<file path="config.mk">
export PLATFORM = sky130hd
export DESIGN_NAME = ealin_mac_step
export DESIGN_NICKNAME = d
export VERILOG_FILES = /design/src/ealin_pkg.sv /design/src/ealin_mac_step.sv
export SDC_FILE = /design/constraint.sdc
export NUM_CORES = 2
export LEC_CHECK = 0
export ABC_AREA = 1
export BUFFER_PORTS_ARGS = -buffer_cell sky130_fd_sc_hd__buf_2
export CAP_MARGIN = 20
export CORE_AREA = 2 2 349 351
export DETAILED_ROUTE_END_ITERATION = 16
export DIE_AREA = 0 0 351 353
export PLACE_DENSITY = 0.87
export SYNTH_ARGS = -nofsm -noshare
export SYNTH_HDL_FRONTEND = slang
export SYNTH_SLANG_ARGS = --single-unit
</file>
<file path="constraint.sdc">
create_clock -name i_clk -period 7.2 [get_ports i_clk]
set_input_delay 0.36 -clock i_clk [delete_from_list [all_inputs] [get_ports i_clk]]
set_output_delay 0.36 -clock i_clk [all_outputs]
set_load 0.02 [all_outputs]
</file>
<file path="src/ealin_pkg.sv">
// Shared types, constants and arithmetic helpers of the encoder angle linearizer.
`default_nettype none

package ealin_pkg;

    localparam int ENCODER_COUNT = 16;
    localparam int JOINT_COUNT   = 21;
    localparam int WORDS_PER_ENC = 9;
    localparam int WORD_W        = 32;
    localparam int ENC_IDX_W     = 4;
    localparam int JOINT_W       = 5;
    localparam int ENC_AW        = (ENCODER_COUNT > 1) ? $clog2(ENCODER_COUNT) : 1;
    localparam int MAP_SIZE      = 16;

    // 3.3 in Q2.30, rounded down, and 0.67 in Q16.16.
    localparam logic [31:0]        VREF_Q30      = 32'd3543348019;
    localparam logic signed [31:0] DIP_RATIO_Q16 = 32'sd43909;

    localparam int QUEUE_DEPTH = 32;
    localparam int QUEUE_AW    = $clog2(QUEUE_DEPTH);
    localparam int QUEUE_CW    = $clog2(QUEUE_DEPTH + 1);

    typedef enum logic [0:0] {
        REQ_SAMPLE = 1'b0,
        REQ_WRITE  = 1'b1
    } t_req;

    typedef enum logic [3:0] {
        SEL_VOFS   = 4'd0,
        SEL_VSCALE = 4'd1,
        SEL_AOFS   = 4'd2,
        SEL_C0     = 4'd3,
        SEL_C1     = 4'd4,
        SEL_C2     = 4'd5,
        SEL_C3     = 4'd6,
        SEL_JMIN   = 4'd7,
        SEL_JMAX   = 4'd8
    } t_word_sel;

    // One calibration row; word select n sits at bits [32n +: 32].
    typedef struct packed {
        logic signed [31:0] jmax;
        logic signed [31:0] jmin;
        logic signed [31:0] c3;
        logic signed [31:0] c2;
        logic signed [31:0] c1;
        logic signed [31:0] c0;
        logic signed [31:0] aofs;
        logic signed [31:0] vscale;
        logic signed [31:0] vofs;
    } t_cal_row;

    typedef struct packed {
        logic                 valid;
        logic [ENC_IDX_W-1:0] enc;
    } t_ctl;

    typedef struct packed {
        logic                pip_en;
        logic                dip_en;
        logic [JOINT_W-1:0]  joint;
        logic signed [15:0]  pip_cd;
        logic                pip_clamped;
        logic signed [15:0]  dip_cd;
    } t_result_pair;

    localparam logic [JOINT_W-1:0] ENC_JOINT [MAP_SIZE] = '{
        5'd0, 5'd1, 5'd2, 5'd3, 5'd5, 5'd6, 5'd7, 5'd9,
        5'd10, 5'd11, 5'd13, 5'd14, 5'd15, 5'd17, 5'd18, 5'd19
    };
    localparam logic ENC_IS_PIP [MAP_SIZE] = '{
        1'b0, 1'b0, 1'b0, 1'b0, 1'b0, 1'b0, 1'b1, 1'b0,
        1'b0, 1'b1, 1'b0, 1'b0, 1'b1, 1'b0, 1'b0, 1'b1
    };

    function automatic logic [JOINT_W-1:0] joint_of(input logic [ENC_IDX_W-1:0] enc);
        return ENC_JOINT[enc];
    endfunction

    function automatic logic pip_emits(input logic [ENC_IDX_W-1:0] enc);
        return (int'(enc) < ENCODER_COUNT) && (int'(ENC_JOINT[enc]) < JOINT_COUNT);
    endfunction

    function automatic logic dip_emits(input logic [ENC_IDX_W-1:0] enc);
        return (int'(enc) < ENCODER_COUNT) && ENC_IS_PIP[enc]
            && (int'(ENC_JOINT[enc]) + 1 < JOINT_COUNT);
    endfunction

    function automatic logic signed [31:0] sat32(input logic signed [63:0] x);
        if (x > 64'sd2147483647) begin
            return 32'sh7FFF_FFFF;
        end else if (x < -64'sd2147483648) begin
            return 32'sh8000_0000;
        end
        return x[31:0];
    endfunction

    // Q16.16 product rescale: round half up, then saturate.
    function automatic logic signed [31:0] round_q16(input logic signed [63:0] p);
        logic signed [63:0] r;
        r = (p + 64'sd32768) >>> 16;
        return sat32(r);
    endfunction

    // Takes angle*100 in Q16.16 and divides by 65536 with truncation toward zero.
    function automatic logic signed [15:0] to_centideg(input logic signed [38:0] x);
        logic signed [38:0] y;
        logic signed [22:0] q;
        y = x + ((x < 39'sd0) ? 39'sd65535 : 39'sd0);
        q = 23'(y >>> 16);
        if (q > 23'sd32767) begin
            return 16'sh7FFF;
        end else if (q < -23'sd32768) begin
            return 16'sh8000;
        end
        return q[15:0];
    endfunction

endpackage

`default_nettype wire

</file>
<file path="src/ealin_mac_step.sv">
// One Horner step, t' = sat(c + round(v*t)), over three stages.
`default_nettype none

module ealin_mac_step (
    input  wire logic                 i_clk,
    input  wire logic                 i_rst_n,
    input  wire ealin_pkg::t_ctl      i_ctl,
    input  wire logic signed [31:0]   i_v,
    input  wire logic signed [31:0]   i_t,
    input  wire logic signed [31:0]   i_coef,
    input  wire ealin_pkg::t_cal_row  i_row,
    output      ealin_pkg::t_ctl      o_ctl,
    output      logic signed [31:0]   o_v,
    output      logic signed [31:0]   o_t,
    output      ealin_pkg::t_cal_row  o_row
);
    import ealin_pkg::*;

    t_ctl               r_a_ctl, r_b_ctl, r_c_ctl;
    logic signed [63:0] r_a_p;
    logic signed [31:0] r_b_q, r_c_t;
    logic signed [31:0] r_a_v, r_b_v, r_c_v;
    logic signed [31:0] r_a_coef, r_b_coef;
    t_cal_row           r_a_row, r_b_row, r_c_row;

    always_ff @(posedge i_clk) begin
        if (!i_rst_n) begin
            r_a_ctl.valid <= 1'b0;
            r_b_ctl.valid <= 1'b0;
            r_c_ctl.valid <= 1'b0;
        end else begin
            r_a_ctl.valid <= i_ctl.valid;
            r_b_ctl.valid <= r_a_ctl.valid;
            r_c_ctl.valid <= r_b_ctl.valid;
        end
    end

    always_ff @(posedge i_clk) begin
        r_a_ctl.enc <= i_ctl.enc;
        r_b_ctl.enc <= r_a_ctl.enc;
        r_c_ctl.enc <= r_b_ctl.enc;

        r_a_p    <= 64'(i_v) * 64'(i_t);
        r_a_v    <= i_v;
        r_a_coef <= i_coef;
        r_a_row  <= i_row;

        r_b_q    <= round_q16(r_a_p);
        r_b_v    <= r_a_v;
        r_b_coef <= r_a_coef;
        r_b_row  <= r_a_row;

        r_c_t    <= sat32(64'(r_b_coef) + 64'(r_b_q));
        r_c_v    <= r_b_v;
        r_c_row  <= r_b_row;
    end

    assign o_ctl = r_c_ctl;
    assign o_v   = r_c_v;
    assign o_t   = r_c_t;
    assign o_row = r_c_row;

endmodule

`default_nettype wire

</file>
# Word-level counts from Yosys, hierarchy flattened

Cells that the tools add are included.

$mul: 1
Add/sub/neg operators: 2
Muxes and demuxes: 10
$lt $le $gt $ge: 4

Operators by type and width:

| kind                                                         | count |
|---|---|
| 2-to-1 mux 32 bit                                            | 6 |
| adder 64 x 17 -> 64 bit, second input constant               | 1 |
| multiplier 32 x 32 -> 64 bit                                 | 1 |
| > comparator 48 x 32 -> 1 bit, second input constant         | 1 |
| less-than comparator 48 x 32 -> 1 bit, second input constant | 1 |
| adder 32 x 32 -> 33 bit                                      | 1 |
| > comparator 33 x 32 -> 1 bit, second input constant         | 1 |
| less-than comparator 33 x 32 -> 1 bit, second input constant | 1 |
| 2-to-1 mux 1 bit                                             | 4 |

Output and inout port bits: 357
Flip-flop bits (word level): 1167
Logic and storage cells: 58
Input bits: 391

# Depth between registers and ports, before layout

Depth after elaboration: 5
Gate-level depth with buffers: 32
Mapped depth without buffers: 31

# Worst setup path after synthesis

Ideal clock, no wire load.

Kind: input to register
Start: in i_v[31]
End: reg r_a_p[63]
Cell stages on the path: 26
Arrival: 7.285 ns
Setup time: 0.119 ns
Path slack: -0.204 ns
Required time: 7.081 ns
Buffers on the path: 1
Path through: clkbuf_1 nand2_1 fa_1 fa_1 inv_1 fa_1 inv_1 fa_1 fa_1 inv_1 fa_1 inv_1 fa_1 inv_1 fa_1 ha_1 nand2_1 nor2_1 nand2_1 nor2_1 inv_1 nor3_1 a21boi_0 nor2_1 nand3_1 nand2_1

Word-level cells in the longest chain between the ends: 1

RTL lines:

| item                         | RTL line             | source |
|---|---|---|
| start: declaration           | ealin_mac_step.sv:8  | `input wire logic signed [31:0] i_v,` |
| multiplier 32 x 32 -> 64 bit | ealin_mac_step.sv:43 | `r_a_p <= 64'(i_v) * 64'(i_t);` |
| end signal: assignment       | ealin_mac_step.sv:43 |  |
| end: declaration             | ealin_mac_step.sv:20 | `logic signed [63:0] r_a_p;` |

Every way passes these cells.
A chain may end at the register's enable or synchronous reset.

# Final worst setup path

Start: in i_v[21]
End: reg r_a_p[47]

Same word-level chain as after synthesis.

==> results.txt <==
- By startpoint and endpoint, the worst setup path is classified as in2reg.
- In this run, synthesis inferred 0 flip-flops with an integrated enable.
- Endpoint arrival time on the critical path: about 7.8 ns
- Row count: 128
- Flip-flop cell with the highest count after synthesis: dfxtp_1
- The final reports fail on design-rule violations.
- Post-DR wirelength/cell: 22.65 um
- The number of global-route vias before repair came to 55802.
- Clock period minus worst slack: 7.115 ns
- Number of non-filler instances in the completed layout: 9743
* CTS Root Buffer Type: clkbuf_16
- In this run the worst path has a maximum fanout of 13.
- Dividing the detail-routed via count by the number of cells gives slightly above 5.
- The die covers around 120000 um2.
- Proportion of netlist area held by the largest area contributor: 0.3575
* Skew-Pair Late Insertion Delay: between 0.7 and 0.8 ns
* Number of buffers added by the clock tree synthesis step: ~110
- The H-tree generated during clock tree synthesis spans 3 levels.
- The sequential cells in the finished layout cover a total of 23060 um2.
- For this design, the sink count on the clock tree is 1152.
- In this run the count of I/O pins placed on the die edge is 748.
- For this run, the register share of the synthesized area comes to 0.3575.
* Die width: 351 um
* Max Clock Freq: 140.5 MHz
- Final number of max-transition violations: 0
- Synth top area cells: dfxtp_1 36%, fa_1 34%, inv_1 9.5%
- Post-synthesis instance area: 64510 um2
* Syn nets: ~8300
- CTS tree: done
- Cell taking the most area after synthesis: dfxtp_1
- Global-route congestion overflow total: 0
- Placer Congestion: 0.9891
* GRT Overall Usage: 0.3607
- Area growth from synthesis to layout: 24.17%
* Buffer levels on the longest clock path: 3
* Area of the multi-input gates: 34520 um2
* Fill count: 8392
- After synthesis the netlist holds a flip-flop and latch count of 1152.
* Mean Syn Cell Area: about 9.7 um2
- Max-cap violations in this run came to 0.
- After detailed routing, the total wire length is 220.7 mm.
* Hpwl dp: 164.3 mm
- Between clock sinks in the finished design, the worst skew comes to 0.06262 ns.
- Hold is met by ~0.072 ns.
* Type of destination of the critical path: flop
- Number of antenna violations at the first check in global routing: 46
* Headroom to the max-slew limit: 0.3853
- Instance count of the mapped netlist: 6621
- Final number of hold-violating endpoints: 0
- During placement, the flow inserted port buffers numbering 747.
- Most frequent cells after synthesis: 1636 x inv_1, 1502 x nand2_1, 1152 x dfxtp_1, 1082 x fa_1, 267 x nor2_1
- Initial standard-cell utilization of the core: 0.5349
* DRT iter0 DRCs: 4889
* Number of nets still failing antenna checks after routing: 0
- The first global-routing pass estimated between 300 and 400 mm of wire.
* Most common cell in the netlist: inv_1
* Synth warn: 0
* Proportion of synthesized flip-flops having asynchronous set or reset: 0
- Result of the run: finished, violations left
* First-pass DRT Iterations: 14
- Remaining DRCs: 1
* Final setup violating endpoints: 0
- The number of setup buffers added after CTS is 0.
- Share of final-layout standard cells stronger than drive strength 1: 0.1649
- Cell count after placement: between 9000 and 10000
- At the pin with the least slew margin, the transition time is approximately 0.9 ns.
- The min-delay analysis places its worst path in the category in2reg.
* Number of nets in the layout: 9662
* Netlist cell types: 41
- Summing over every cut layer, the via total after detailed routing is 50644.
- Largest net degree at the start of global routing: 33
- STA puts the critical path data required time at 7.87 ns.
* Critical path startpoint category: input port
- In this run the standard cell core region covers around 120000 um2.
* Final clock period utilization by the worst path: 0.9882
* Post-CTS clock slew at the launch and capture registers of the worst setup and hold paths: 0.06 ns
- Measured along the y axis, the die boundary spans 353 um.
==> per-layer routing <==
metal  up-vias  share of wire  global-route usage
li1      21682              -                   -
met1     24452           0.33              0.3913
met2      3299           0.47              0.5853
met3      1197           0.10              0.1033
met4        14          0.098              0.2979
met5         -        0.00099                   0
==> area by class of cell <==
cell class	count	area share
Antenna cell	54	0.001687
Clock buffer	141	0.03701
Clock inverter	55	0.01020
Inverter	1639	0.07681
Multi-Input combinational cell	3626	0.4310
Sequential cell	1152	0.2879
Tap cell	1625	0.02538
Timing Repair Buffer	1451	0.1300
==> layout by cell type (no fill, tap or decap), types with 40 or more instances in the layout <==
master / netlist / final
buf_2: 4 / 738
dfxtp_1: 1152 / 1152
nand3_1: 78 / 78
xor2_1: 62 / 61
fa_1: 1082 / 1078
nor2_1: 267 / 266
a21oi_1: 120 / 119
buf_4: 3 / 326
ha_1: 213 / 212
diode_2: 0 / 54
clkbuf_16: 0 / 106
dlygate4sd3_1: 0 / 340
inv_1: 1636 / 1636
o21ai_0: 88 / 88
nand2_1: 1502 / 1502
xnor2_1: 45 / 45
buf_12: 0 / 40
==> path summary, 6_finish.rpt <==
check / depth (start not counted) / end / slack [ns] / from
max reg2reg: 14 / o_t[13] / 3.64 / r_b_q[0]
min reg2reg: 0 / r_b_row[156] / 0.29 / r_a_row[156]
max: 23 / r_a_p[47] / 0.08 / i_v[21]
min: 2 / r_a_v[17] / 0.07 / i_v[17]
==> flip-flops by register name (all words and copies together) (netlist names), 32 cells and up <==
name / cells
r_b_coef: 32
r_b_v: 32
o_row: 288
r_a_row: 288
o_v: 32
r_b_q: 32
r_a_coef: 32
o_t: 32
r_b_row: 288
r_a_p: 49
r_a_v: 32
==> cell families (layout without fill, tap and decap cells) <==
kind of cell,after synthesis,in the layout,synth area share
simple gates,1938,1938,0.1179
other cells,0,54,0
flops,1152,1152,0.3575
xor+xnor,107,107,0.01453
buf+inv,1843,3286,0.1079
compound gates,286,286,0.02506
fa+ha+maj,1295,1295,0.3771
==> what timing repair did <==
| action | CTS | global route |
|---|---|---|
| hold buffers | 340 | 0 |
| hold endpoints to repair | 340 | 0 |
| resized for setup | 0 | 27 |
| setup endpoints to repair | 0 | 29 |
==> critical path: stages <==
cell and delay (ns):
dlygate4sd3_1 0.53, clkbuf_4 0.32, buf_4 0.18, nand2_1 0.08, fa_1 0.56, fa_1 0.46, fa_1 0.55, fa_1 0.58
inv_1 0.08, fa_1 0.49, fa_1 0.46, fa_1 0.64, fa_1 0.46, ha_1 0.40, nand2_1 0.13, buf_4 0.14
nor2_1 0.12, inv_1 0.09, buf_4 0.13, nor3_1 0.51, o21ai_0 0.20, nand3_1 0.14, xor2_1 0.15
==> per-stage QoR <==
stage          cell area (um2)  worst slack [ns]  utilization    TNS, ns
2_1_floorplan            64510           0.04692            -          0
3_3_place_gp             72710           -0.2708       0.6030     -1.343
3_5_place_dp             72710           -0.4145       0.6030     -3.708
4_1_cts                  79900            0.1328       0.6625          0
5_1_grt                  80050         -0.002744       0.6638  -0.002744
6_report                 80100           0.08483       0.6642          0
Power is left out: the tool's default activity adds up to more than one toggle a clock period on the data nets, which glitch-free logic cannot reach.
