### config.mk
export PLATFORM = sky130hd
export DESIGN_NAME = ealin_front
export DESIGN_NICKNAME = d
export VERILOG_FILES = /design/src/ealin_pkg.sv /design/src/ealin_front.sv
export SDC_FILE = /design/constraint.sdc
export NUM_CORES = 2
export LEC_CHECK = 0
export BUFFER_PORTS_ARGS = -buffer_cell sky130_fd_sc_hd__buf_4
export CORE_ASPECT_RATIO = 1.75
export CORE_MARGIN = 2
export CORE_UTILIZATION = 30
export DETAILED_ROUTE_END_ITERATION = 10
export GPL_ROUTABILITY_DRIVEN = 0
export PLACE_DENSITY_LB_ADDON = 0.15
export SYNTH_ARGS = -nofsm -noshare
export SYNTH_HDL_FRONTEND = slang
export SYNTH_SLANG_ARGS = --single-unit
### constraint.sdc
create_clock -name i_clk -period 16.9 [get_ports i_clk]
set_clock_uncertainty 0.05 [all_clocks]
set_input_delay 1.69 -clock i_clk [delete_from_list [all_inputs] [get_ports i_clk]]
set_output_delay 1.69 -clock i_clk [all_outputs]
set_load 0.02 [all_outputs]
### src/ealin_pkg.sv
// Shared types, constants and arithmetic helpers of the encoder angle linearizer.
`default_nettype none

package ealin_pkg;

    localparam int ENCODER_COUNT = 16;
    localparam int JOINT_COUNT   = 21;
    localparam int WORDS_PER_ENC = 9;
    localparam int WORD_W        = 32;
    localparam int ENC_IDX_W     = 4;
    localparam int JOINT_W       = 5;
    localparam int ENC_AW        = (ENCODER_COUNT > 1) ? $clog2(ENCODER_COUNT) : 1;
    localparam int MAP_SIZE      = 16;

    // 3.3 in Q2.30, rounded down, and 0.67 in Q16.16.
    localparam logic [31:0]        VREF_Q30      = 32'd3543348019;
    localparam logic signed [31:0] DIP_RATIO_Q16 = 32'sd43909;

    localparam int QUEUE_DEPTH = 32;
    localparam int QUEUE_AW    = $clog2(QUEUE_DEPTH);
    localparam int QUEUE_CW    = $clog2(QUEUE_DEPTH + 1);

    typedef enum logic [0:0] {
        REQ_SAMPLE = 1'b0,
        REQ_WRITE  = 1'b1
    } t_req;

    typedef enum logic [3:0] {
        SEL_VOFS   = 4'd0,
        SEL_VSCALE = 4'd1,
        SEL_AOFS   = 4'd2,
        SEL_C0     = 4'd3,
        SEL_C1     = 4'd4,
        SEL_C2     = 4'd5,
        SEL_C3     = 4'd6,
        SEL_JMIN   = 4'd7,
        SEL_JMAX   = 4'd8
    } t_word_sel;

    // One calibration row; word select n sits at bits [32n +: 32].
    typedef struct packed {
        logic signed [31:0] jmax;
        logic signed [31:0] jmin;
        logic signed [31:0] c3;
        logic signed [31:0] c2;
        logic signed [31:0] c1;
        logic signed [31:0] c0;
        logic signed [31:0] aofs;
        logic signed [31:0] vscale;
        logic signed [31:0] vofs;
    } t_cal_row;

    typedef struct packed {
        logic                 valid;
        logic [ENC_IDX_W-1:0] enc;
    } t_ctl;

    typedef struct packed {
        logic                pip_en;
        logic                dip_en;
        logic [JOINT_W-1:0]  joint;
        logic signed [15:0]  pip_cd;
        logic                pip_clamped;
        logic signed [15:0]  dip_cd;
    } t_result_pair;

    localparam logic [JOINT_W-1:0] ENC_JOINT [MAP_SIZE] = '{
        5'd0, 5'd1, 5'd2, 5'd3, 5'd5, 5'd6, 5'd7, 5'd9,
        5'd10, 5'd11, 5'd13, 5'd14, 5'd15, 5'd17, 5'd18, 5'd19
    };
    localparam logic ENC_IS_PIP [MAP_SIZE] = '{
        1'b0, 1'b0, 1'b0, 1'b0, 1'b0, 1'b0, 1'b1, 1'b0,
        1'b0, 1'b1, 1'b0, 1'b0, 1'b1, 1'b0, 1'b0, 1'b1
    };

    function automatic logic [JOINT_W-1:0] joint_of(input logic [ENC_IDX_W-1:0] enc);
        return ENC_JOINT[enc];
    endfunction

    function automatic logic pip_emits(input logic [ENC_IDX_W-1:0] enc);
        return (int'(enc) < ENCODER_COUNT) && (int'(ENC_JOINT[enc]) < JOINT_COUNT);
    endfunction

    function automatic logic dip_emits(input logic [ENC_IDX_W-1:0] enc);
        return (int'(enc) < ENCODER_COUNT) && ENC_IS_PIP[enc]
            && (int'(ENC_JOINT[enc]) + 1 < JOINT_COUNT);
    endfunction

    function automatic logic signed [31:0] sat32(input logic signed [63:0] x);
        if (x > 64'sd2147483647) begin
            return 32'sh7FFF_FFFF;
        end else if (x < -64'sd2147483648) begin
            return 32'sh8000_0000;
        end
        return x[31:0];
    endfunction

    // Q16.16 product rescale: round half up, then saturate.
    function automatic logic signed [31:0] round_q16(input logic signed [63:0] p);
        logic signed [63:0] r;
        r = (p + 64'sd32768) >>> 16;
        return sat32(r);
    endfunction

    // Takes angle*100 in Q16.16 and divides by 65536 with truncation toward zero.
    function automatic logic signed [15:0] to_centideg(input logic signed [38:0] x);
        logic signed [38:0] y;
        logic signed [22:0] q;
        y = x + ((x < 39'sd0) ? 39'sd65535 : 39'sd0);
        q = 23'(y >>> 16);
        if (q > 23'sd32767) begin
            return 16'sh7FFF;
        end else if (q < -23'sd32768) begin
            return 16'sh8000;
        end
        return q[15:0];
    endfunction

endpackage

`default_nettype wire

### src/ealin_front.sv
// Front end: ADC count to Q16.16 voltage, offset and scale.
`default_nettype none

module ealin_front (
    input  wire logic                 i_clk,
    input  wire logic                 i_rst_n,
    input  wire ealin_pkg::t_ctl      i_ctl,
    input  wire logic [23:0]          i_raw,
    input  wire ealin_pkg::t_cal_row  i_row,
    output      ealin_pkg::t_ctl      o_ctl,
    output      logic signed [31:0]   o_v,
    output      ealin_pkg::t_cal_row  o_row
);
    import ealin_pkg::*;

    t_ctl               r_s0_ctl, r_s1_ctl, r_s2_ctl, r_s3_ctl, r_s4_ctl, r_s5_ctl;
    logic [55:0]        r_s0_prod;
    logic [23:0]        r_s1_v22;
    logic [18:0]        r_s2_v16;
    logic signed [31:0] r_s3_d;
    logic signed [63:0] r_s4_p;
    logic signed [31:0] r_s5_v;
    t_cal_row           r_s1_row, r_s2_row, r_s3_row, r_s4_row, r_s5_row;

    logic [56:0] w_v22_sum;
    logic [24:0] w_v16_sum;

    assign w_v22_sum = {1'b0, r_s0_prod} + 57'h0_8000_0000;
    assign w_v16_sum = {1'b0, r_s1_v22} + 25'd32;

    always_ff @(posedge i_clk) begin
        if (!i_rst_n) begin
            r_s0_ctl.valid <= 1'b0;
            r_s1_ctl.valid <= 1'b0;
            r_s2_ctl.valid <= 1'b0;
            r_s3_ctl.valid <= 1'b0;
            r_s4_ctl.valid <= 1'b0;
            r_s5_ctl.valid <= 1'b0;
        end else begin
            r_s0_ctl.valid <= i_ctl.valid;
            r_s1_ctl.valid <= r_s0_ctl.valid;
            r_s2_ctl.valid <= r_s1_ctl.valid;
            r_s3_ctl.valid <= r_s2_ctl.valid;
            r_s4_ctl.valid <= r_s3_ctl.valid;
            r_s5_ctl.valid <= r_s4_ctl.valid;
        end
    end

    always_ff @(posedge i_clk) begin
        r_s0_ctl.enc <= i_ctl.enc;
        r_s1_ctl.enc <= r_s0_ctl.enc;
        r_s2_ctl.enc <= r_s1_ctl.enc;
        r_s3_ctl.enc <= r_s2_ctl.enc;
        r_s4_ctl.enc <= r_s3_ctl.enc;
        r_s5_ctl.enc <= r_s4_ctl.enc;

        r_s0_prod <= 56'(i_raw) * 56'(VREF_Q30);
        // The memory row arrives alongside stage 0 and travels with the sample.
        r_s1_row  <= i_row;
        r_s1_v22  <= w_v22_sum[55:32];
        r_s2_row  <= r_s1_row;
        r_s2_v16  <= w_v16_sum[24:6];
        r_s3_row  <= r_s2_row;
        r_s3_d    <= sat32($signed({45'd0, r_s2_v16}) - 64'(r_s2_row.vofs));
        r_s4_row  <= r_s3_row;
        r_s4_p    <= 64'(r_s3_d) * 64'(r_s3_row.vscale);
        r_s5_row  <= r_s4_row;
        r_s5_v    <= round_q16(r_s4_p);
    end

    assign o_ctl = r_s5_ctl;
    assign o_v   = r_s5_v;
    assign o_row = r_s5_row;

endmodule

`default_nettype wire

# Yosys cells after proc, flatten, opt, wreduce, memory -nomap -nowiden
# Index checks and enable logic that the tools add are counted.
[op_classes] n_mux=10 add_sub_neg=4 order_cmp=4 mul=2
[op_table] op="$mux W32" count=6
[op_table] op="$add A64 B17 Y64 const B" count=1
[op_table] op="$mul A32 B32 Y64" count=1
[op_table] op="$add A56 B32 Y56 const B" count=1
[op_table] op="$mul A24 B32 Y56 const B" count=1
[op_table] op="$gt A48 B32 Y1 const B" count=1
[op_table] op="$lt A48 B32 Y1 const B" count=1
[op_table] op="$gt A33 B32 Y1 const B" count=1
[op_table] op="$lt A33 B32 Y1 const B" count=1
[op_table] op="$sub A20 B32 Y33" count=1
[op_table] op="$add A24 B6 Y25 const B" count=1
[op_table] op="$mux W1" count=4
[totals] out_inout_bits=325 regBits=1697

# Logic depth before layout (Yosys ltp)
[depth] depth_word=5 mapped_depth=30 ltp_nobuf=28

# Least setup slack after synthesis
# OpenSTA, ideal clock, no wires.
[synth_path] path_kind="reg-to-reg" startpoint="register r_s3_d[31]" endpoint="register r_s4_p[62]" setup_slack_ns=9.078 period_less_slack_ns=7.822 required_ns=16.778 arrival_time_ns=7.700 path_stages_with_launch=27 path_buffers=1 path_cell_list="dfxtp_1 > clkbuf_1 > nand2_1 > inv_1 > fa_1 > inv_1 > fa_1 > inv_1 > fa_1 > fa_1 > inv_1 > fa_1 > inv_1 > fa_1 > inv_1 > fa_1 > fa_1 > inv_1 > ha_1 > nand3_1 > nor2_1 > nand3_1 > o22ai_1 > a41oi_1 > o311a_1 > o21ai_0 > xor2_1"
[synth_via] elab_chain_cells=1
[synth_lines] item="from (decl)" line_no="ealin_front.sv:20" rtl="logic signed [31:0] r_s3_d;"
[synth_lines] item="from (signal assigned)" line_no="ealin_front.sv:64" rtl="r_s3_d <= sat32($signed({45'd0, r_s2_v16}) - 64'(r_s2_row.vofs));"
[synth_lines] item="$mul A32 B32 Y64" line_no="ealin_front.sv:66" rtl="r_s4_p <= 64'(r_s3_d) * 64'(r_s3_row.vscale);"
[synth_lines] item="to (signal assigned)" line_no="ealin_front.sv:66"
[synth_lines] item="to (decl)" line_no="ealin_front.sv:21" rtl="logic signed [63:0] r_s4_p;"
# Every way passes these cells.
# A chain may end at the register's enable or synchronous reset.

# Final worst setup path
[layout_path] startpoint="register r_s3_d[11]" endpoint="register r_s4_p[62]"
# The elaborated chain is that of the path after synthesis.

==> results.cfg <==
[detailed_routing]
via_per_inst = 4.33
drc = 0
detail_route.wl_per_cell_um = 20.6
routed_wl_um = 233000
num_vias = 48900
postRouteAntennaNets = 0
firstDrtPassIters = 5
drt_iter0_markers = 1812

[job]
maxCapViolations = 0

[global_route]
grt_max_degree = 34
antenna_found_initial = 15
grt_usage_pct = 17.1
grt_pass1_vias = 56300
grt_pass1_wl_um = 347000
grt-ovfl-total = 0

[cts]
cts_resized = 0
cts_tree = done
clock-sinks = 1646
clk_latency_ns = 0.82
cts-root-buf = clkbuf_16
post_cts_buffers = 0
clkTransAtPathRegs_ns = 0.06
clk_path_buf_depth = 4
cts_buffers = 161
ctsHoldBuffers = 0
cts_max_level = 4

[die]
ios = 644
die_w_um = 398
core_um2 = 270000
die_h_um = 693
die_area_um2 = 275000
floorplan.initialDensity_pct = 30.2
rows = 252

[placement]
dp_slack_ns = 8.07
io_buffers = 643
dp_hpwl_um = 183000

[cells_and_area]
drive_above_1_share_pct = 13.2
layout-area-overhead-vs-synth_pct = 17.4
nets = 9639

[run_status]
status = completed

[timing]
finalCritPeriodShare_pct = 51.7
max_slew_margin_pct = 28.2
drv_slew = 0
fin_setup_tns_ns = 0
hold_violations = 0
worst_pin_slew_ns = 1.08
period_needed_ns = 8.74
finalWorstSetupSlack_ns = 8.16
final-setup-viol-count = 0
fmax_mhz = 114
rsz0062_at_grt = false

[logic_synthesis]
seq_area_frac_synth_pct = 40.5
yosys.area_share.adder_pct = 37.8
yosysWarningCount = 0
synth_top_family_by_area = adder cells
synth_xor_area_share_pct = 2.06
synth_seq_cells = 1646
synth-edff-count = 0
ys.flop_type = dfxtp_1
synth_compound_area_share_pct = 3.12
synthMuxAreaShare_pct = 0.0385
syn_nets = 8995
synth_area_per_cell_um2 = 11.6
synthSimpleGateAreaFrac_pct = 9.07
yosysUniqueCellTypes = 82
synth_async_sr_flop_share_pct = 0
synth_area_um2 = 81300
postSynthCellCount = 6982

[worst_setup_path]
crit_top_cell = fa_1
worstPathCellList = and2_1 > fa_1 > fa_1 > fa_1 > inv_1 > fa_1 > inv_1 > fa_1 > ha_1 > fa_1 > inv_1 > fa_1 > inv_1 > ha_1 > nand3_1 > o21bai_1 > a211oi_1 > o21ai_0 > o31ai_1 > o211ai_1 > a41oi_1 > o311a_1 > o21ai_0 > xor2_1
path_buf_inv = 4
critPathLaunchType = register
crit_fanout = 32
crit_family = adder cells
crit_path_end_kind = register
cp.arrival_ns = 9.36
critPathKind = register to register
crit_slowest_cell = dfxtp_2
worstPathRequired_ns = 17.52
critical_path.max_stage_delay_ns = 1.03

[hold_path]
min_path_type = register to register
[logic make-up (layout without fill, tap and decap cells)]
logic type,count (synthesis),after routing
buffers and inverters,1591,2347
adders and majority gates,1694,1694
xor gates and xnor gates,190,190
DFF,1646,1646
AOI/OAI and AO/OA,394,394
other,0,4
and+or+nand+nor,1464,1464
muxes,3,3
[synth_stat cells (all sizes together) (29+ instances only)]
master	instances	area [um^2]
a21o	61	459
a21oi	111	556
and2	511	3200
and3	29	181
clkbuf	213	801
dfxtp	1646	33000
fa	1269	25400
ha	425	5320
inv	1363	5120
nand2	604	2270
nand3	63	320
nand4	35	225
nor2	112	435
o21ai	107	573
xnor2	117	1030
xor2	73	639
[cell type report]
cell class / instances / area, um^2
fill: 27100 / 174000
multi-input combinational: 3745 / 42300
sequential: 1646 / 33000
timing repair buffer: 709 / 5320
inverter: 1363 / 5120
clock buffer: 211 / 4520
tap: 3556 / 4450
clock inverter: 64 / 793
antenna: 4 / 10.0
[sequential cells by signal, summed over array words and instances, names as in the netlist]
name	flops
o_ctl	5
o_row	288
o_v	32
r_s0_ctl	5
r_s0_prod	25
r_s1_ctl	5
r_s1_row	288
r_s1_v22	19
r_s2_ctl	5
r_s2_row	288
r_s2_v16	19
r_s3_ctl	5
r_s3_d	32
r_s3_row	288
r_s4_ctl	5
r_s4_p	49
r_s4_row	288
[worst paths after layout]
kind / start / endpoint / slack (ns) / depth (start not counted)
hold / removal: r_s2_row[135] / r_s3_row[135] / 0.21 / 0
setup / recovery: r_s3_d[11] / r_s4_p[62] / 8.16 / 24
setup reg to reg: r_s3_d[11] / r_s4_p[62] / 8.16 / 24
hold reg to reg: r_s2_row[135] / r_s3_row[135] / 0.21 / 0
[layout by cell type, fill, tap and decap left out, types with 9 or more instances in the layout]
| cell type | instances |
|---|---|
| nor3_1 | 23 |
| dfxtp_1 | 1631 |
| clkinv_2 | 19 |
| nor2_1 | 110 |
| and2_1 | 511 |
| clkbuf_8 | 28 |
| buf_4 | 709 |
| and4_1 | 9 |
| clkbuf_16 | 162 |
| nor2b_1 | 15 |
| a31oi_1 | 9 |
| and3_1 | 29 |
| clkbuf_1 | 21 |
| o21a_1 | 14 |
| bufinv_16 | 12 |
| ha_1 | 425 |
| o21ai_2 | 11 |
| o21ai_1 | 27 |
| a21o_1 | 60 |
| nand2b_1 | 19 |
| a21oi_1 | 111 |
| dfxtp_2 | 15 |
| clkinvlp_4 | 11 |
| xor2_1 | 73 |
| o21bai_1 | 14 |
| nand3_1 | 62 |
| xnor2_1 | 116 |
| nand4_1 | 34 |
| o21ai_0 | 69 |
| or3_1 | 14 |
| fa_1 | 1269 |
| inv_1 | 1362 |
| a211oi_1 | 16 |
| nand2_1 | 602 |
[through the flow]
step	instances	hold slack (ns)	cell area [um^2]	utilization (%)
2_1_floorplan	6982	0.260	81300	-
3_3_place_gp	11000	0.260	90200	33.5
3_5_place_dp	11000	0.262	90200	33.5
4_1_cts	11300	0.204	95500	35.4
5_1_grt	11300	0.231	95500	35.4
6_report	11300	0.210	95500	35.4
[metal layers]
metal  part of all wire [%]  GRT usage, %  up-vias
met3                    5.0          3.40      626
li1                       -             -    22000
met5                  0.029             0        -
met2                     57          34.2     1337
met1                     30          14.8    24900
met4                    7.9          11.6       10
Power is left out: the tool's default activity adds up to more than one toggle a clock period on the data nets, which glitch-free logic cannot reach.
