$ cat src/ealin_pkg.sv
// Shared types, constants and arithmetic helpers of the encoder angle linearizer.
`default_nettype none

package ealin_pkg;

    localparam int ENCODER_COUNT = 16;
    localparam int JOINT_COUNT   = 21;
    localparam int WORDS_PER_ENC = 9;
    localparam int WORD_W        = 32;
    localparam int ENC_IDX_W     = 4;
    localparam int JOINT_W       = 5;
    localparam int ENC_AW        = (ENCODER_COUNT > 1) ? $clog2(ENCODER_COUNT) : 1;
    localparam int MAP_SIZE      = 16;

    // 3.3 in Q2.30, rounded down, and 0.67 in Q16.16.
    localparam logic [31:0]        VREF_Q30      = 32'd3543348019;
    localparam logic signed [31:0] DIP_RATIO_Q16 = 32'sd43909;

    localparam int QUEUE_DEPTH = 32;
    localparam int QUEUE_AW    = $clog2(QUEUE_DEPTH);
    localparam int QUEUE_CW    = $clog2(QUEUE_DEPTH + 1);

    typedef enum logic [0:0] {
        REQ_SAMPLE = 1'b0,
        REQ_WRITE  = 1'b1
    } t_req;

    typedef enum logic [3:0] {
        SEL_VOFS   = 4'd0,
        SEL_VSCALE = 4'd1,
        SEL_AOFS   = 4'd2,
        SEL_C0     = 4'd3,
        SEL_C1     = 4'd4,
        SEL_C2     = 4'd5,
        SEL_C3     = 4'd6,
        SEL_JMIN   = 4'd7,
        SEL_JMAX   = 4'd8
    } t_word_sel;

    // One calibration row; word select n sits at bits [32n +: 32].
    typedef struct packed {
        logic signed [31:0] jmax;
        logic signed [31:0] jmin;
        logic signed [31:0] c3;
        logic signed [31:0] c2;
        logic signed [31:0] c1;
        logic signed [31:0] c0;
        logic signed [31:0] aofs;
        logic signed [31:0] vscale;
        logic signed [31:0] vofs;
    } t_cal_row;

    typedef struct packed {
        logic                 valid;
        logic [ENC_IDX_W-1:0] enc;
    } t_ctl;

    typedef struct packed {
        logic                pip_en;
        logic                dip_en;
        logic [JOINT_W-1:0]  joint;
        logic signed [15:0]  pip_cd;
        logic                pip_clamped;
        logic signed [15:0]  dip_cd;
    } t_result_pair;

    localparam logic [JOINT_W-1:0] ENC_JOINT [MAP_SIZE] = '{
        5'd0, 5'd1, 5'd2, 5'd3, 5'd5, 5'd6, 5'd7, 5'd9,
        5'd10, 5'd11, 5'd13, 5'd14, 5'd15, 5'd17, 5'd18, 5'd19
    };
    localparam logic ENC_IS_PIP [MAP_SIZE] = '{
        1'b0, 1'b0, 1'b0, 1'b0, 1'b0, 1'b0, 1'b1, 1'b0,
        1'b0, 1'b1, 1'b0, 1'b0, 1'b1, 1'b0, 1'b0, 1'b1
    };

    function automatic logic [JOINT_W-1:0] joint_of(input logic [ENC_IDX_W-1:0] enc);
        return ENC_JOINT[enc];
    endfunction

    function automatic logic pip_emits(input logic [ENC_IDX_W-1:0] enc);
        return (int'(enc) < ENCODER_COUNT) && (int'(ENC_JOINT[enc]) < JOINT_COUNT);
    endfunction

    function automatic logic dip_emits(input logic [ENC_IDX_W-1:0] enc);
        return (int'(enc) < ENCODER_COUNT) && ENC_IS_PIP[enc]
            && (int'(ENC_JOINT[enc]) + 1 < JOINT_COUNT);
    endfunction

    function automatic logic signed [31:0] sat32(input logic signed [63:0] x);
        if (x > 64'sd2147483647) begin
            return 32'sh7FFF_FFFF;
        end else if (x < -64'sd2147483648) begin
            return 32'sh8000_0000;
        end
        return x[31:0];
    endfunction

    // Q16.16 product rescale: round half up, then saturate.
    function automatic logic signed [31:0] round_q16(input logic signed [63:0] p);
        logic signed [63:0] r;
        r = (p + 64'sd32768) >>> 16;
        return sat32(r);
    endfunction

    // Takes angle*100 in Q16.16 and divides by 65536 with truncation toward zero.
    function automatic logic signed [15:0] to_centideg(input logic signed [38:0] x);
        logic signed [38:0] y;
        logic signed [22:0] q;
        y = x + ((x < 39'sd0) ? 39'sd65535 : 39'sd0);
        q = 23'(y >>> 16);
        if (q > 23'sd32767) begin
            return 16'sh7FFF;
        end else if (q < -23'sd32768) begin
            return 16'sh8000;
        end
        return q[15:0];
    endfunction

endpackage

`default_nettype wire

$ cat src/ealin_back.sv
// Back end: angle offset, joint limit clamp, centidegrees and the derived DIP angle.
`default_nettype none

module ealin_back (
    input  wire logic                    i_clk,
    input  wire logic                    i_rst_n,
    input  wire ealin_pkg::t_ctl         i_ctl,
    input  wire logic signed [31:0]      i_t,
    input  wire ealin_pkg::t_cal_row     i_row,
    output      logic                    o_push,
    output      ealin_pkg::t_result_pair o_pair
);
    import ealin_pkg::*;

    t_ctl               r_b0_ctl, r_b1_ctl, r_b2_ctl, r_b3_ctl, r_b4_ctl, r_b5_ctl;
    logic signed [31:0] r_b0_angle, r_b0_jmin, r_b0_jmax;
    logic signed [31:0] r_b1_angle;
    logic               r_b1_clamped, r_b2_clamped, r_b3_clamped, r_b4_clamped;
    logic               r_b5_clamped;
    logic signed [38:0] r_b2_x;
    logic signed [63:0] r_b2_dp;
    logic signed [15:0] r_b3_cd, r_b4_cd, r_b5_cd;
    logic signed [31:0] r_b3_dq;
    logic signed [38:0] r_b4_dx;
    logic signed [15:0] r_b5_dcd;

    logic signed [31:0] w_clamp_angle;
    logic               w_clamped;

    // Lower limit first; an inverted range gives jmin under jmin, else jmax.
    always_comb begin
        w_clamp_angle = r_b0_angle;
        w_clamped     = 1'b0;
        priority if (r_b0_angle < r_b0_jmin) begin
            w_clamp_angle = r_b0_jmin;
            w_clamped     = 1'b1;
        end else if (r_b0_angle > r_b0_jmax) begin
            w_clamp_angle = r_b0_jmax;
            w_clamped     = 1'b1;
        end
    end

    always_ff @(posedge i_clk) begin
        if (!i_rst_n) begin
            r_b0_ctl.valid <= 1'b0;
            r_b1_ctl.valid <= 1'b0;
            r_b2_ctl.valid <= 1'b0;
            r_b3_ctl.valid <= 1'b0;
            r_b4_ctl.valid <= 1'b0;
            r_b5_ctl.valid <= 1'b0;
        end else begin
            r_b0_ctl.valid <= i_ctl.valid;
            r_b1_ctl.valid <= r_b0_ctl.valid;
            r_b2_ctl.valid <= r_b1_ctl.valid;
            r_b3_ctl.valid <= r_b2_ctl.valid;
            r_b4_ctl.valid <= r_b3_ctl.valid;
            r_b5_ctl.valid <= r_b4_ctl.valid;
        end
    end

    always_ff @(posedge i_clk) begin
        r_b0_ctl.enc <= i_ctl.enc;
        r_b1_ctl.enc <= r_b0_ctl.enc;
        r_b2_ctl.enc <= r_b1_ctl.enc;
        r_b3_ctl.enc <= r_b2_ctl.enc;
        r_b4_ctl.enc <= r_b3_ctl.enc;
        r_b5_ctl.enc <= r_b4_ctl.enc;

        r_b0_angle   <= sat32(64'(i_t) + 64'(i_row.aofs));
        r_b0_jmin    <= i_row.jmin;
        r_b0_jmax    <= i_row.jmax;

        r_b1_angle   <= w_clamp_angle;
        r_b1_clamped <= w_clamped;

        r_b2_x       <= 39'(r_b1_angle) * 39'sd100;
        r_b2_dp      <= 64'(r_b1_angle) * 64'(DIP_RATIO_Q16);
        r_b2_clamped <= r_b1_clamped;

        r_b3_cd      <= to_centideg(r_b2_x);
        r_b3_dq      <= round_q16(r_b2_dp);
        r_b3_clamped <= r_b2_clamped;

        r_b4_cd      <= r_b3_cd;
        r_b4_dx      <= 39'(r_b3_dq) * 39'sd100;
        r_b4_clamped <= r_b3_clamped;

        r_b5_cd      <= r_b4_cd;
        r_b5_dcd     <= to_centideg(r_b4_dx);
        r_b5_clamped <= r_b4_clamped;
    end

    assign o_push             = r_b5_ctl.valid;
    assign o_pair.pip_en      = pip_emits(r_b5_ctl.enc);
    assign o_pair.dip_en      = dip_emits(r_b5_ctl.enc);
    assign o_pair.joint       = joint_of(r_b5_ctl.enc);
    assign o_pair.pip_cd      = r_b5_cd;
    assign o_pair.pip_clamped = r_b5_clamped;
    assign o_pair.dip_cd      = r_b5_dcd;

endmodule

`default_nettype wire

$ cat config.mk
export PLATFORM = sky130hd
export DESIGN_NAME = ealin_back
export DESIGN_NICKNAME = d
export VERILOG_FILES = /design/src/ealin_pkg.sv /design/src/ealin_back.sv
export SDC_FILE = /design/constraint.sdc
export NUM_CORES = 2
export LEC_CHECK = 0
export ABC_AREA = 1
export BUFFER_PORTS_ARGS = -buffer_cell sky130_fd_sc_hd__buf_2
export CORE_MARGIN = 10
export CORE_UTILIZATION = 45
export DETAILED_ROUTE_END_ITERATION = 7
export GPL_ROUTABILITY_DRIVEN = 0
export SKIP_LAST_GASP = 1
export SYNTH_ARGS = -nofsm -noshare
export SYNTH_HDL_FRONTEND = slang
export SYNTH_SLANG_ARGS = --single-unit
export TNS_END_PERCENT = 20
$ cat constraint.sdc
create_clock -name i_clk -period 14.1 [get_ports i_clk]
set_input_delay 2.82 -clock i_clk [delete_from_list [all_inputs] [get_ports i_clk]]
set_output_delay 2.82 -clock i_clk [all_outputs]
set_load 0.01 [all_outputs]
-- After elaboration in Yosys (flattened, before gate mapping)
Memory sizes are Yosys's and may differ from the RTL's.
Cells that the tools add are included.
- register bits after elaboration: 382
- ROM bits: 96
- bits of input ports: 327
- word-level logic and storage cells: 85
- memories kept: 2
- add/subtract/negate cells: 5
- multipliers: 3
- $lt $le $gt $ge: 15
- multiplexer cells: 29
- bitwise logic cells: 1
- reduce and logical (&&, ||, !) cells: 1
- memory list (name ; words ; bits a word ; rd ports ; clocked after Yosys merged registers in ; wr ports ; line ; RTL):
    (no name shown) ; 16 ; 5 ; 1 ; 0 ; 0 ; ealin_pkg.sv:77 ; return ENC_JOINT[enc];
    (no name shown) ; 16 ; 1 ; 1 ; 0 ; 0 ; ealin_pkg.sv:85 ; return (int'(enc) < ENCODER_COUNT) && ENC_IS_PIP[enc]
- operators with widths (operator ; count):
    2-to-1 mux 32 bit ; 8
    2-to-1 mux 16 bit ; 8
    adder 39 x 17 -> 39 bit ; 2
    < comparator 39 x 1 -> 1 bit, second input constant ; 2
    multiplier 32 x 6 -> 37 bit, second input constant ; 2
    adder 49 x 17 -> 50 bit, second input constant ; 1
    multiplier 32 x 17 -> 49 bit, second input constant ; 1
    greater-than comparator 23 x 16 -> 1 bit, second input constant ; 2
    < comparator 23 x 16 -> 1 bit, second input constant ; 2
    greater-than comparator 34 x 32 -> 1 bit, second input constant ; 1
    < comparator 34 x 32 -> 1 bit, second input constant ; 1
    adder 32 x 32 -> 33 bit ; 1
    greater-than comparator 33 x 32 -> 1 bit, second input constant ; 1
    < comparator 33 x 32 -> 1 bit, second input constant ; 1
    greater-than comparator 32 bit ; 1
    < comparator 32 bit ; 1
    2-to-1 mux 1 bit ; 11
    2-to-1 mux 5 bit ; 2
    adder 5 x 1 -> 6 bit, second input constant ; 1
    < comparator 6 x 5 -> 1 bit, second input constant ; 1
    greater-or-equal comparator 5 bit, second input constant ; 1
    < comparator 5 bit, second input constant ; 1
    NOT 4 -> 5 bit ; 1
    logical AND 1 bit ; 1

-- Longest topological paths before layout
- depth after elaboration: 7
- mapped depth: 24

-- Worst setup path after synthesis
No wires, ideal clock.
- path kind: register to register
- from: reg r_b1_angle[31]
- to: reg r_b2_dp[43]
- library setup time: 0.072 ns
- arrival: 5.356 ns
- data required time: 14.028 ns
- slack: 8.672 ns
- cell stages (with the launch flop): 18
- buffers on the path: 0
- cell sequence: dfxtp_1 ha_1 fa_1 inv_1 fa_1 fa_1 fa_1 inv_1 fa_1 inv_1 ha_1 nand2_1 nor2_1 inv_1 nor4_1 nand4_1 nand3_1 xor2_1
- longest elaborated chain between the ends: 1
- ends and longest elaborated chain (what ; line ; RTL):
    from (decl) ; ealin_back.sv:17 ; logic signed [31:0] r_b1_angle;
    from (signal assigned) ; ealin_back.sv:73 ; r_b1_angle <= w_clamp_angle;
    multiplier 32 x 17 -> 49 bit ; ealin_back.sv:77 ; r_b2_dp <= 64'(r_b1_angle) * 64'(DIP_RATIO_Q16);
    to (signal assigned) ; ealin_back.sv:77 ;
    to (decl) ; ealin_back.sv:21 ; logic signed [63:0] r_b2_dp;
No other way between the ends.
A chain may end at the register's enable or synchronous reset.

-- Final worst setup path
- from: reg r_b1_angle[30]
- to: reg r_b2_dp[43]
Same word-level chain as after synthesis.

==> results.sh <==
export IMPL_status="completed"
export IMPL_ctsResizeCount=0
export IMPL_areaGrowthSynthToFinish_pct=10.6
export IMPL_critPathBufInv=5
export IMPL_grt_pass1_vias=27500
export IMPL_worstPathCellList="inv_1, ha_1, fa_1, inv_1, fa_1, fa_1, fa_1, inv_1, fa_1, inv_1, ha_1, nand2_1, nor2_1, inv_1, nor4_1, nand4_1, nand3_1, xor2_1"
export IMPL_die_w_um=292
export IMPL_fin_crit_sh_pct=45.4
export IMPL_grt_antenna_before_repair=3
export IMPL_crit_cells=18
export IMPL_cts_num_sinks=367
export IMPL_min_path_cells=0
export IMPL_track_usage_pct=19.8
export IMPL_ys_types=57
export IMPL_seq_area_frac_synth_pct=22.1
export IMPL_synth_edff_count=0
export IMPL_synth_most_common_cell="inv_1"
export IMPL_ys_flop_type="dfxtp_1"
export IMPL_drv_slew=0
export IMPL_die_area_um2=85300
export IMPL_rr_worst_depth=18
export IMPL_setup_violations_final=0
export IMPL_hold_viol_final=0
export IMPL_clk_latency_ns=0.61
export IMPL_holdBufCountCts=0
export IMPL_synthCells=4281
export IMPL_critPathMaxFanout=9
export IMPL_synth_top_area_share_pct=22.1
export IMPL_ys_warn_count=0
export IMPL_routed_via_count=27500
export IMPL_fin_ws_ns=7.70
export IMPL_cts_root_buf="clkbuf_16"
export IMPL_tightest_slew_ns=1.24
export IMPL_core_um2=73200
export IMPL_crit_type="reg -> reg"
export IMPL_finalCriticalPeriod_ns=6.40
export IMPL_nets=5581
export IMPL_skew_ns=0.0458
export IMPL_cpLargestDelayFamily="adder cells"
export IMPL_hold_ws_ns=0.325
export IMPL_dp_slack_ns=7.85
export IMPL_htree_levels=2
export IMPL_via_per_inst=5.03
export IMPL_cpMaxStageDelayCell="nor4_1"
export IMPL_num_io_pins=368
export IMPL_critPathMaxStageDelay_ns=0.68
export IMPL_max_cap_violations=0
export IMPL_rsz0062_at_grt="no"
export IMPL_hp_class="reg -> reg"
export IMPL_syn_mean_instance_area_um2=7.78
export IMPL_synth_commonest_cells="inv_1 (894), nand2_1 (860), ha_1 (562)"
export IMPL_wl_per_cell_um=15.3
export IMPL_port_buffers=174
export IMPL_worstPathArrival_ns=6.92
export IMPL_synthArstFlopShare_pct=0
export IMPL_drive_above_1_share_pct=6.92
export IMPL_drt_iter0_markers=1740
export IMPL_fmax_ghz=0.156
export IMPL_crit_path_end_kind="flop"
export IMPL_r2r_slack_ns=7.70
export IMPL_netlist_top_cells_area="dfxtp_1 (22%), ha_1 (21%), fa_1 (13%), inv_1 (10%), nand2_1 (9.7%)"
export IMPL_required_ns=14.62
export IMPL_cp_start_kind="flop"
export IMPL_ys_ff_latch=367
export IMPL_yosys_area_top_type="dfxtp_1"
export IMPL_drt_total_wl_mm=83.6
export IMPL_first_pass_iters=7
export IMPL_synthesis_area_um2=33300
export IMPL_final_antenna_net_count=0
export IMPL_max_slew_margin_pct=17.1
export IMPL_chipHeight_um=292
export IMPL_clock_path_buffers=3
export IMPL_hpwlAfterDp_mm=70.4
export IMPL_grt_max_degree=33
export IMPL_syn_nets=5391
export IMPL_initial_utilization_pct=45.5
export IMPL_gr_total_overflow=0
export IMPL_drc_errors=0
export IMPL_num_rows=99
export IMPL_fin_util_pct=50.3
export IMPL_cts_tree="built"
export IMPL_tns_ns=0
export IMPL_cts_buffers=44
export IMPL_grt_pass1_wl_mm=139
export IMPL_clkTransAtPathRegs_ns=0.06
export IMPL_post_cts_buffers=0
==> per-layer routing <==
metal	vias to the layer above	wire, um	track usage (%)
li1	14000	-	-
met1	12700	41000	28.1
met2	677	35700	31.2
met3	92	5450	3.29
met4	0	1460	4.33
met5	-	0	0
==> sequential cells by signal, indices dropped and copies added, names as in the netlist, 4 cells and up <==
signal	flops
r_b3_dq	32
r_b0_jmin	32
r_b2_ctl	5
r_b5_dcd	16
r_b4_dx	37
r_b5_cd	16
r_b5_ctl	4
r_b2_dp	36
r_b1_angle	32
r_b4_ctl	5
r_b4_cd	16
r_b2_x	35
r_b3_ctl	5
r_b1_ctl	5
r_b0_jmax	32
r_b0_angle	32
r_b3_cd	16
r_b0_ctl	5
==> layout by cell type, fill, tap and decap left out, types with 15 or more instances in the layout <==
cell       Yosys  routed
a31oi_1       25      25
nor2_1       262     262
a21o_1        38      38
fa_1         221     221
nand4_1       82      82
nand2_1      860     860
xor2_1       118     118
xnor2_1       59      59
nor3_1        49      49
o21bai_1      15      15
clkbuf_16      0      44
nand3_1      168     168
a21oi_1      243     243
ha_1         562     562
buf_2          3     174
o21ai_0      134     134
dfxtp_1      367     367
nor4_1        17      17
inv_1        894     894
==> logic make-up after synthesis <==
family | after synthesis | share of synthesized area [%]
xor gates and xnor gates | 177 | 4.66
DFF | 367 | 22.1
AOI/OAI and AO/OA | 522 | 8.87
and+or+nand+nor | 1500 | 19.3
adders and majority gates | 783 | 34.4
other | 1 | 0.0113
buffers and inverters | 931 | 10.7
==> layout make-up <==
cell class,instances,area [um2]
timing repair buffer,181,923
antenna,2,5.00
multi-input combinational,2983,22400
clock inverter,30,410
inverter,894,3360
clock buffer,52,1190
tap,959,1200
fill,7295,36400
sequential,367,7350
==> worst paths after layout <==
path	to	from
worst min-delay path	r_b4_ctl[3]	r_b3_ctl[3]
worst min register to register	r_b4_ctl[3]	r_b3_ctl[3]
worst max-delay path	r_b2_dp[43]	r_b1_angle[30]
worst max register to register	r_b2_dp[43]	r_b1_angle[30]
==> stage by stage <==
stage                     instances  cell area (um2)
after floorplan                4281            33300
after global placement         5384            35200
after detailed placement       5384            35200
after CTS                      5466            36800
after global routing           5466            36800
final                          5468            36800
Power is left out: the tool's default activity adds up to more than one toggle a clock period on the data nets, which glitch-free logic cannot reach.
